File: src/dwct_pkg.sv
// package for the delay window centering trainer
// holds widths, codes, phase and kind types and the result word layout
// no dependencies

`default_nettype none

package dwct_pkg;

    // delay code and counter widths
    localparam int DELAY_BITS = 5;
    localparam int COUNT_BITS = 7;
    localparam logic [COUNT_BITS-1:0] COUNT_MAX = {COUNT_BITS{1'b1}};

    // register reset values
    localparam logic [DELAY_BITS-1:0] RANGE_LO_RESET = '0;
    localparam logic [DELAY_BITS-1:0] RANGE_HI_RESET = {DELAY_BITS{1'b1}};

    // configuration port layout
    localparam int APB_ADDR_BITS = 3;
    localparam int APB_DATA_BITS = 32;
    localparam logic REG_RANGE_LO = 1'b0;
    localparam logic REG_RANGE_HI = 1'b1;

    // input word layout
    localparam int IN_TDATA_BITS = 8;
    localparam int IN_TUSER_BITS = 1;
    localparam logic ACT_START    = 1'b0;
    localparam logic ACT_RESPONSE = 1'b1;

    // output word layout
    localparam int KIND_BITS      = 2;
    localparam int OUT_DATA_BITS  = 4 * DELAY_BITS + COUNT_BITS;
    localparam int OUT_TDATA_BITS = ((OUT_DATA_BITS + 7) / 8) * 8;
    localparam int OUT_PAD_BITS   = OUT_TDATA_BITS - OUT_DATA_BITS;

    // training phase
    typedef enum logic [1:0] {
        PH_IDLE,
        PH_PROBE,
        PH_LEFT,
        PH_RIGHT
    } t_phase;

    // result word kind
    typedef enum logic [KIND_BITS-1:0] {
        KIND_QUERY,
        KIND_DONE,
        KIND_FAIL,
        KIND_IGNORED
    } t_kind;

    // one result word
    typedef struct packed {
        t_kind                  kind;
        logic [COUNT_BITS-1:0]  query_total;
        logic [DELAY_BITS-1:0]  center_delay;
        logic [DELAY_BITS-1:0]  right_edge;
        logic [DELAY_BITS-1:0]  left_edge;
        logic [DELAY_BITS-1:0]  query_delay;
    } t_result;

endpackage

`default_nettype wire

File: src/delay_window_centering_trainer_core.sv
// Delay window centering trainer: every accepted word yields exactly one result word, held
// in the output register or, while the output stalls, in the skid entry. The whole step
// (probe move, binary search bound update, search hand-over and final centering) is a few
// narrow compares and adds evaluated in the cycle the word is accepted, so the rate is one
// word per clock while the skid entry is empty, set by that single step of logic between
// the state registers and the output register. The output side has a register plus one
// skid entry; s_axis_tready drops only while both hold words that the sink has not taken.
// The range bounds are taken at start, and the upper bound is read again when the right
// edge search begins. No clearing pass after reset.
// depends on dwct_pkg

`default_nettype none

module delay_window_centering_trainer_core (
    input  wire logic                               i_clk,
    input  wire logic                               i_rst_n,
    // input stream
    input  wire logic                               s_axis_tvalid,
    output logic                                    s_axis_tready,
    input  wire logic [dwct_pkg::IN_TDATA_BITS-1:0] s_axis_tdata,  // [0] passed, rest zero
    input  wire logic [dwct_pkg::IN_TUSER_BITS-1:0] s_axis_tuser,  // [0] action
    // output stream
    output logic                                    m_axis_tvalid,
    input  wire logic                               m_axis_tready,
    // query_delay, left_edge, right_edge, center_delay, query_total, zero pad
    output logic [dwct_pkg::OUT_TDATA_BITS-1:0]     m_axis_tdata,
    output logic [dwct_pkg::KIND_BITS-1:0]          m_axis_tuser,  // kind
    // configuration port
    input  wire logic                               psel,
    input  wire logic                               penable,
    input  wire logic                               pwrite,
    input  wire logic [dwct_pkg::APB_ADDR_BITS-1:0] paddr,
    input  wire logic [dwct_pkg::APB_DATA_BITS-1:0] pwdata,
    output logic [dwct_pkg::APB_DATA_BITS-1:0]      prdata,
    output logic                                    pready
);

    import dwct_pkg::*;

    // midpoint rounded down
    function automatic logic [DELAY_BITS-1:0] mid_down(input logic [DELAY_BITS-1:0] lo,
                                                       input logic [DELAY_BITS-1:0] hi);
        logic [DELAY_BITS-1:0] span;
        span = hi - lo;
        return lo + (span >> 1);
    endfunction

    // midpoint rounded up
    function automatic logic [DELAY_BITS-1:0] mid_up(input logic [DELAY_BITS-1:0] lo,
                                                     input logic [DELAY_BITS-1:0] hi);
        logic [DELAY_BITS:0] span;
        span = {1'b0, hi} - {1'b0, lo} + {{DELAY_BITS{1'b0}}, 1'b1};
        return lo + span[DELAY_BITS:1];
    endfunction

    // configuration registers
    logic [DELAY_BITS-1:0] r_min;
    logic [DELAY_BITS-1:0] r_max;

    // training state
    t_phase                r_phase, n_phase;
    logic [DELAY_BITS-1:0] r_low, n_low;
    logic [DELAY_BITS-1:0] r_high, n_high;
    logic [DELAY_BITS-1:0] r_center, n_center;
    logic [DELAY_BITS-1:0] r_offset, n_offset;
    logic                  r_upper, n_upper;
    logic [DELAY_BITS-1:0] r_pending, n_pending;
    logic [DELAY_BITS-1:0] r_known, n_known;
    logic [DELAY_BITS-1:0] r_left, n_left;
    logic [COUNT_BITS-1:0] r_count, n_count;

    // output register and skid entry
    logic                  r_out_valid;
    t_result               r_out;
    logic                  r_skid_valid;
    t_result               r_skid;

    // step evaluation
    logic                  w_accept;
    logic                  w_take;
    logic                  w_action;
    logic                  w_passed;
    t_result               w_res;
    logic                  w_run_left;
    logic                  w_run_right;
    logic                  w_enter_left;
    logic                  w_enter_right;
    logic [DELAY_BITS-1:0] w_off_inc;
    logic [DELAY_BITS:0]   w_low_plus;

    assign w_action = s_axis_tuser[0];
    assign w_passed = s_axis_tdata[0];
    assign w_accept = s_axis_tvalid && s_axis_tready;
    assign w_take   = m_axis_tvalid && m_axis_tready;

    // configuration write and read back
    assign pready = 1'b1;
    assign prdata = {{(APB_DATA_BITS-DELAY_BITS){1'b0}},
                     (paddr[2] == REG_RANGE_HI) ? r_max : r_min};

    always_ff @(posedge i_clk) begin
        if (!i_rst_n) begin
            r_min <= RANGE_LO_RESET;
            r_max <= RANGE_HI_RESET;
        end else if (psel && penable && pwrite && pready) begin
            if (paddr[2] == REG_RANGE_LO) begin
                r_min <= pwdata[DELAY_BITS-1:0];
            end else begin
                r_max <= pwdata[DELAY_BITS-1:0];
            end
        end
    end

    // one training step for the word on the input
    always_comb begin : step_eval
        n_low         = r_low;
        n_high        = r_high;
        n_center      = r_center;
        n_offset      = r_offset;
        n_upper       = r_upper;
        n_pending     = r_pending;
        n_known       = r_known;
        n_left        = r_left;
        n_count       = r_count;
        w_res         = '0;
        w_res.kind    = KIND_QUERY;
        w_run_left    = 1'b0;
        w_run_right   = 1'b0;
        w_enter_left  = 1'b0;
        w_enter_right = 1'b0;
        w_off_inc     = r_offset + {{(DELAY_BITS-1){1'b0}}, 1'b1};
        w_low_plus    = {1'b0, r_low} + {1'b0, w_off_inc};

        if (w_action == ACT_START) begin
            // new session, ask the middle of the range
            n_count = '0;
            if (r_max < r_min) begin
                w_res.kind = KIND_FAIL;
            end else begin
                n_low             = r_min;
                n_high            = r_max;
                n_center          = mid_down(r_min, r_max);
                n_offset          = '0;
                n_upper           = 1'b0;
                n_pending         = n_center;
                w_res.query_delay = n_center;
            end
        end else if (r_phase == PH_IDLE) begin
            w_res.kind = KIND_IGNORED;
        end else begin
            if (r_count != COUNT_MAX) begin
                n_count = r_count + {{(COUNT_BITS-1){1'b0}}, 1'b1};
            end
            unique case (r_phase)
                PH_PROBE: begin
                    if (w_passed) begin
                        n_known      = r_pending;
                        n_high       = r_pending;
                        w_run_left   = 1'b1;
                        w_enter_left = 1'b1;
                    end else if (!r_upper) begin
                        // same offset on the upper side
                        n_upper           = 1'b1;
                        n_pending         = r_center + r_offset;
                        w_res.query_delay = n_pending;
                    end else begin
                        // step outward, lower side first where it fits
                        n_offset = w_off_inc;
                        n_upper  = 1'b0;
                        if (w_off_inc > (r_high - r_center)) begin
                            w_res.kind = KIND_FAIL;
                        end else if ({1'b0, r_center} >= w_low_plus) begin
                            n_pending         = r_center - w_off_inc;
                            w_res.query_delay = n_pending;
                        end else begin
                            n_upper           = 1'b1;
                            n_pending         = r_center + w_off_inc;
                            w_res.query_delay = n_pending;
                        end
                    end
                end
                PH_LEFT: begin
                    if (w_passed) begin
                        n_high = r_pending;
                    end else begin
                        n_low = r_pending + {{(DELAY_BITS-1){1'b0}}, 1'b1};
                    end
                    w_run_left = 1'b1;
                end
                PH_RIGHT: begin
                    if (w_passed) begin
                        n_low = r_pending;
                    end else begin
                        n_high = r_pending - {{(DELAY_BITS-1){1'b0}}, 1'b1};
                    end
                    w_run_right = 1'b1;
                end
                default: begin
                end
            endcase

            // left edge search step, hand over to the right search when it closes
            if (w_run_left) begin
                if (n_low < n_high) begin
                    n_pending         = mid_down(n_low, n_high);
                    w_res.query_delay = n_pending;
                end else begin
                    n_left        = n_low;
                    n_low         = n_known;
                    n_high        = r_max;
                    w_run_right   = 1'b1;
                    w_enter_right = 1'b1;
                end
            end

            // right edge search step, final result when it closes
            if (w_run_right) begin
                if (n_low < n_high) begin
                    n_pending         = mid_up(n_low, n_high);
                    w_res.query_delay = n_pending;
                end else begin
                    w_res.kind         = KIND_DONE;
                    w_res.left_edge    = n_left;
                    w_res.right_edge   = n_low;
                    w_res.center_delay = mid_down(n_left, n_low);
                end
            end
        end
        w_res.query_total = n_count;
    end

    // next phase
    always_comb begin : phase_next
        n_phase = r_phase;
        if (w_accept) begin
            if (w_action == ACT_START) begin
                n_phase = (w_res.kind == KIND_FAIL) ? PH_IDLE : PH_PROBE;
            end else if (w_res.kind == KIND_DONE || w_res.kind == KIND_FAIL) begin
                n_phase = PH_IDLE;
            end else if (w_enter_right) begin
                n_phase = PH_RIGHT;
            end else if (w_enter_left) begin
                n_phase = PH_LEFT;
            end
        end
    end

    // control state
    always_ff @(posedge i_clk) begin
        if (!i_rst_n) begin
            r_phase <= PH_IDLE;
            r_count <= '0;
        end else begin
            r_phase <= n_phase;
            if (w_accept) begin
                r_count <= n_count;
            end
        end
    end

    // search datapath
    always_ff @(posedge i_clk) begin
        if (w_accept) begin
            r_low     <= n_low;
            r_high    <= n_high;
            r_center  <= n_center;
            r_offset  <= n_offset;
            r_upper   <= n_upper;
            r_pending <= n_pending;
            r_known   <= n_known;
            r_left    <= n_left;
        end
    end

    // output register and skid valid bits
    assign s_axis_tready = !r_skid_valid;

    always_ff @(posedge i_clk) begin
        if (!i_rst_n) begin
            r_out_valid  <= 1'b0;
            r_skid_valid <= 1'b0;
        end else if (r_skid_valid) begin
            if (w_take) begin
                r_skid_valid <= 1'b0;
            end
        end else if (w_accept) begin
            if (r_out_valid && !w_take) begin
                r_skid_valid <= 1'b1;
            end else begin
                r_out_valid <= 1'b1;
            end
        end else if (w_take) begin
            r_out_valid <= 1'b0;
        end
    end

    // output register and skid payload
    always_ff @(posedge i_clk) begin
        if (r_skid_valid) begin
            if (w_take) begin
                r_out <= r_skid;
            end
        end else if (w_accept) begin
            if (r_out_valid && !w_take) begin
                r_skid <= w_res;
            end else begin
                r_out <= w_res;
            end
        end
    end

    // output word packing
    assign m_axis_tvalid = r_out_valid;
    assign m_axis_tuser  = r_out.kind;
    assign m_axis_tdata  = {{OUT_PAD_BITS{1'b0}}, r_out.query_total, r_out.center_delay,
                            r_out.right_edge, r_out.left_edge, r_out.query_delay};

endmodule

`default_nettype wire

File: config.mk
export PLATFORM = sky130hd
export DESIGN_NAME = delay_window_centering_trainer_core
export DESIGN_NICKNAME = d
export VERILOG_FILES = /design/src/dwct_pkg.sv /design/src/delay_window_centering_trainer_core.sv
export SDC_FILE = /design/constraint.sdc
export NUM_CORES = 1
export LEC_CHECK = 0
export BUFFER_PORTS_ARGS = -buffer_cell sky130_fd_sc_hd__buf_4
export CORE_MARGIN = 5
export CORE_UTILIZATION = 55
export CTS_CLUSTER_DIAMETER = 100
export DETAILED_ROUTE_END_ITERATION = 10
export PLACE_DENSITY = 0.77
export REMOVE_ABC_BUFFERS = 1
export SYNTH_ARGS = -nofsm -noshare
export SYNTH_HDL_FRONTEND = slang
export SYNTH_SLANG_ARGS = --single-unit
File: constraint.sdc
create_clock -name i_clk -period 8.1 [get_ports i_clk]
set_input_delay 0.81 -clock i_clk [delete_from_list [all_inputs] [get_ports i_clk]]
set_output_delay 0.81 -clock i_clk [all_outputs]
set_load 0.1 [all_outputs]
## Yosys cells after proc, flatten, opt, wreduce, memory -nomap -nowiden

Cells that the tools add are included.

- Add/subtract/negate cells: 18
- Magnitude comparators: 5
- Equal/unequal tests: 15
- Mux-type cells: 114
- Bitwise logic cells: 5
- Reduce and logical (&&, ||, !) cells: 23

Operator list:

| operator | number |
|---|---|
| $mux W5 | 56 |
| $mux W29 | 4 |
| $mux W20 | 2 |
| $mux W1 | 31 |
| $mux W15 | 2 |
| $mux W2 | 13 |
| $sub A5 B5 Y5 | 5 |
| $mux W7 | 3 |
| $pmux W5 S2 | 2 |
| $reduce_and A3 Y1 | 6 |
| $add A5 B4 Y5 | 3 |
| $add A5 B5 Y5 | 3 |
| $lt A5 B5 Y1 | 3 |
| $add A5 B1 Y5 const B | 2 |
| $ne A2 B2 Y1 const B | 5 |
| $add A7 B1 Y7 const B | 1 |
| $ne A7 B7 Y1 const B | 1 |
| $add A5 B5 Y6 | 1 |
| $add A6 B1 Y6 const B | 1 |
| $eq A2 B2 Y1 const B | 3 |
| $ge A5 B6 Y1 | 1 |
| $ne A2 B1 Y1 const B | 3 |
| $reduce_and A2 Y1 | 3 |
| $reduce_and A6 Y1 | 1 |
| other kinds (14) | 25 |

- Bits in registers: 115
- Bits of input ports: 51
- Output and inout bits: 69
- Word-level logic and storage cells: 206

## Longest topological paths before layout

- Word-level depth: 20
- Gate-level depth with buffers: 29
- Depth with buffers taken out: 27

## Worst setup path before layout

OpenSTA, ideal clock, no wires.

- Path kind: input to register
- Start: input s_axis_tdata[0] (netlist bit)
- End: register r_skid[4] (netlist bit) (data pin)
- Setup time: 0.267 ns
- Arrival: 5.941 ns
- Path slack: 1.892 ns
- Stages on the path: 27
- Buffers on the path: 4
- Cells stage by stage: buf_4 buf_2 or2b_1 o221ai_1 inv_1 ha_1 o211ai_1 a21oi_1 o21a_1 clkbuf_1 clkbuf_1 mux2i_1 ha_1 o211a_1 a32oi_4 nand2_1 ha_1 a21oi_1 xnor2_1 ha_1 a21o_1 a21oi_1 xnor2_1 xnor2_1 xnor2_1 mux2i_1 o22ai_1

RTL lines:

| what | line | text |
|---|---|---|
| start, declared | delay_window_centering_trainer_core.sv:20 | `input wire logic [dwct_pkg::IN_TDATA_BITS-1:0] s_axis_tdata,` |
| end signal, assigned | delay_window_centering_trainer_core.sv:305 | `r_skid <= w_res;` |
| end, declared | delay_window_centering_trainer_core.sv:76 | `t_result r_skid;` |

## Worst setup path after layout

- Start: register r_phase[0]
- End: register r_out, in the netlist m_axis_tdata[4] (data pin)

- Cells in the longest elaborated chain, start to end: 20

Ends and longest elaborated chain:

| what | line | text |
|---|---|---|
| start, declared | delay_window_centering_trainer_core.sv:61 | `t_phase r_phase, n_phase;` |
| start signal, assigned | delay_window_centering_trainer_core.sv:254 | `r_phase <= n_phase;` |
| $eq A2 B2 Y1 or $eq A2 B1 Y1 (tied branches) | delay_window_centering_trainer_core.sv:154 | `unique case (r_phase)` |
| $reduce_or A2 Y1 (no source line) | - |  |
| $pmux W5 S2 | delay_window_centering_trainer_core.sv:154 |  |
| $mux W5 | delay_window_centering_trainer_core.sv:148 | `end else if (r_phase == PH_IDLE) begin` |
| $mux W5 | delay_window_centering_trainer_core.sv:134 | `if (w_action == ACT_START) begin` |
| $lt A5 B5 Y1 | delay_window_centering_trainer_core.sv:204 | `if (n_low < n_high) begin` |
| $mux W5 | delay_window_centering_trainer_core.sv:204 |  |
| $mux W5 | delay_window_centering_trainer_core.sv:203 | `if (w_run_left) begin` |
| (+4 left out) | - |  |
| $add A5 B5 Y5 | delay_window_centering_trainer_core.sv:53 | `return lo + span[DELAY_BITS:1];` |
| $mux W5 | delay_window_centering_trainer_core.sv:218 | `if (n_low < n_high) begin` |
| $mux W20 | delay_window_centering_trainer_core.sv:217 | `if (w_run_right) begin` |
| $mux W20 (*) | delay_window_centering_trainer_core.sv:148 |  |
| $mux W5 (*) | delay_window_centering_trainer_core.sv:134 |  |
| $mux W29 (*) | delay_window_centering_trainer_core.sv:304 | `if (r_out_valid && !w_take) begin` |
| $mux W29 (*) | delay_window_centering_trainer_core.sv:303 | `end else if (w_accept) begin` |
| $mux W29 (*) | delay_window_centering_trainer_core.sv:299 | `if (r_skid_valid) begin` |
| end signal, assigned | delay_window_centering_trainer_core.sv:301 | `r_out <= r_skid;` |
| end signal, assigned | delay_window_centering_trainer_core.sv:307 | `r_out <= w_res;` |
| end, declared | delay_window_centering_trainer_core.sv:74 | `t_result r_out;` |

Every way passes the cells marked *; elsewhere a longest branch is shown, timed or not. The select of a mux whose other input is x is not followed.
A chain may end at the register's enable or synchronous reset.

==> impl_metrics.ini <==
[status]
status = complete, no violations

[synthesis]
synth_most_common_cell = nand2_1
yosys.area.top_type = edfxtp_1
ys_warn_count = 0
synth_edf_count = 94
synthTopCellsByArea = edfxtp_1, ha_1, dfxtp_1
synthesis.instances = 878
syn_area_um2 = 8463
synth.distinct_cells = 72
synth_area_per_cell_um2 = 9.639
synth-seq-cells = 115
ys.flop_type = edfxtp_1
ys_seq_area_frac = 0.3832
yosys.area.top_type_share = 0.3335
synthTopCellsByCount = nand2_1, edfxtp_1, ha_1
ys_async_sr_fraction = 0

[flow_run]
max_cap_viol_count = 0

[power]
power_frac_seq = 0.310
total_leakage_power_nw = 4.083
p_per_area_nw_per_um2 = 239.7
switchingPower_mw = 0.8666
peakVddDrop_uv = 164.3
clkPwrFrac = 0.313
p_comb_frac = 0.377
total_power_mw = 2.255
swShare = 0.3842
p_int_mw = 1.389

[routing]
drt_wl_total_mm = 19.54
vias = 6405
dr.first_iter.drc_count = 541
via_per_inst = 5.729
ant_nets = 0
detail_route.wl_per_cell_um = 17.48
drc = 0
wl_met3_mm = 1.243
first_pass_iters = 5
wl_met2_mm = 9.057
top_layer_used = met4
wl_met1_mm = 8.777

[worst_setup_path]
rr_startpoint = r_phase[0]
worstSetupPathType = register to register
r2r_slack_ns = 1.20
path_max_fanout = 18
worst_r2r_endpoint = m_axis_tdata[4]
cp.arrival_ns = 7.14
cp-start-kind = register
rr_worst_depth = 26
worst_setup_path_end_kind = register
crit_required_ns = 8.33

[placed_design]
portBuffers = 50
place_inst = 1086
placed_area_um2 = 8851
place_hpwl_mm = 14.58
gp_congestion = 0.9560

[global_routing]
gr-total-overflow = 0
antenna_found_initial = 0
grt_max_degree = 50
grt_pass1_wl_mm = 31.34
grt_pass1_vias = 6182
grt_usage = 0.2204

[timing]
hold_viol_final = 0
rsz0062_at_grt = no
max_freq_ghz = 0.1449
slew_headroom = 0.3324
finClkSkew_ns = 0.007849
post-route-period-util = 0.8523
layout_min_cycle_time_ns = 6.903
worstMarginPinSlew_ns = 0.9978
final-setup-viol-count = 0
hold_slack_ns = 0.5232
report.final.slew_viol_count = 0
fin_tns_setup_ns = 0

[finish]
finish.net_count = 1053
fillCellCount = 1231
area_growth_pct = 11.16
layout-drive-gt1-share = 0.1194
stdcell_count = 1118
n_antenna_cell = 0
final_cell_area_um2 = 9408

[clock_tree]
htreeDepth = 4
cts.path.max_buffers = 2
clockRootBuffer = clkbuf_16
cts_inserted_buffers = 17
cts_hold_buf = 0
cts_resized = 0
clk_latency_ns = 0.42
clkSlewWorstSetupHoldPaths_ns = 0.06
cts_tree = yes
cts_num_sinks = 115
cts_setup_buffers = 0

[floorplanning]
rows = 45
fp.dieW_um = 134.0
io_pins = 120
core_area_um2 = 15150
die_y_um = 134.0
die_area_um2 = 17970
initial_core_util = 0.5588

[hold_path]
worstHoldStart = r_min[4]
worstHoldPathCells = 2
min_path_type = register to register
holdPathEnd = r_min[4]
## metrics by stage
step / util / worst slack, ns
after floorplan: - / 1.801
after global placement: 0.5844 / 1.138
after detailed placement: 0.5844 / 1.118
after CTS: 0.6211 / 1.274
after global routing: 0.6211 / 0.7299
final: 0.6211 / 1.197
## cell type report
type,count,area [µm²],share of cell area
Multi-Input combinational cell,660,4700,0.4995
Sequential cell,115,3243,0.3447
Clock buffer,18,429.2,0.04562
Timing Repair Buffer,55,412.9,0.04389
Inverter,68,260.3,0.02766
Tap cell,188,235.2,0.02500
Clock inverter,14,127.6,0.01357
## cell families (layout without fill, tap and decap cells)
logic type,Yosys count,after routing,synth area share
AND/OR/NAND/NOR,245,245,0.1353
AO/OA/AOI/OAI,205,205,0.1660
buffers and inverters,134,155,0.07658
flip-flops,115,115,0.3832
adder cells (fa/ha/maj),85,85,0.1354
XOR/XNOR,56,56,0.05795
multiplexers,36,36,0.04465
other,2,33,0.0008874
## cell usage in the layout (no fill, tap or decap), drive strengths merged, types with 5 or more instances in the layout
cell	synthesis	final
clkinv	2	7
edfxtp	94	94
ha	74	74
o31ai	21	21
nand2b	10	10
clkbuf	27	18
a21boi	7	7
inv	66	71
o21a	5	5
a21o	25	25
mux2i	25	25
mux2	11	11
xnor2	32	32
conb	2	33
buf	39	55
dfxtp	21	21
nor3	7	7
fa	11	11
and2	11	11
a211oi	5	5
a21oi	43	43
nor2b	12	12
a31oi	8	8
and3	7	7
nand2	95	95
o211ai	7	7
o21ai	47	47
nand3	16	16
nor2	63	63
xor2	24	24
## worst max-delay path, stage by stage, from the launching register on
cell and delay (ns):
dfxtp_1 0.40, inv_1 0.09, ha_1 0.45, nor2b_1 0.22, or3_1 0.35, nand2_1 0.08
o21ai_0 0.16, ha_1 0.46, o211ai_1 0.14, a21oi_1 0.35, o21a_1 0.72, mux2i_1 0.42
ha_1 0.37, o211a_1 0.18, a32oi_4 0.24, nand2_1 0.09, ha_1 0.21, a21oi_1 0.15
xnor2_1 0.14, ha_1 0.28, a21o_1 0.17, a21oi_1 0.18, xnor2_1 0.15, xnor2_1 0.10
xnor2_1 0.22, mux2i_1 0.14, o31ai_1 0.26
## metal layers
layer / track usage / up-vias
li1: - / 3146
met1: 0.3002 / 3017
met2: 0.3565 / 211
met3: 0.04501 / 31
met4: 0.06900 / 0
met5: 0 / -
## flip-flops by register name, indices dropped and copies added (netlist names)
name           count
m_axis_tdata      27
r_upper            1
r_offset           5
r_skid_valid       1
r_phase            2
r_skid            29
r_max              5
m_axis_tvalid      1
m_axis_tuser       2
r_center           5
r_high             5
r_low              5
r_known            5
r_pending          5
r_count            7
r_min              5
r_left             5
## power by group through the flow
stage / Combinational (mW) / Sequential [mW] / Clock (mW)
finish: 0.850 / 0.700 / 0.706
global route: 0.921 / 0.702 / 0.744
CTS: 0.841 / 0.699 / 0.711
detailed placement: 0.833 / 0.711 / 0
global placement: 0.822 / 0.711 / 0
floorplan: 0.568 / 0.795 / 0
## how the worst max path moves through the flow
stage | from | slack (ns) | end | cells past startpoint
after CTS | r_phase[0] | 1.27 | m_axis_tdata[4] | 26
after global routing | r_phase[0] | 0.73 | m_axis_tdata[4] | 26
final | r_phase[0] | 1.20 | m_axis_tdata[4] | 26
after floorplan | s_axis_tdata[0] | 1.80 | r_phase[0] | 20
after global placement | s_axis_tdata[0] | 1.14 | m_axis_tdata[4] | 25
after detailed placement | s_axis_tdata[0] | 1.12 | r_skid[4] | 25
(Power assumes the default switching activity.)
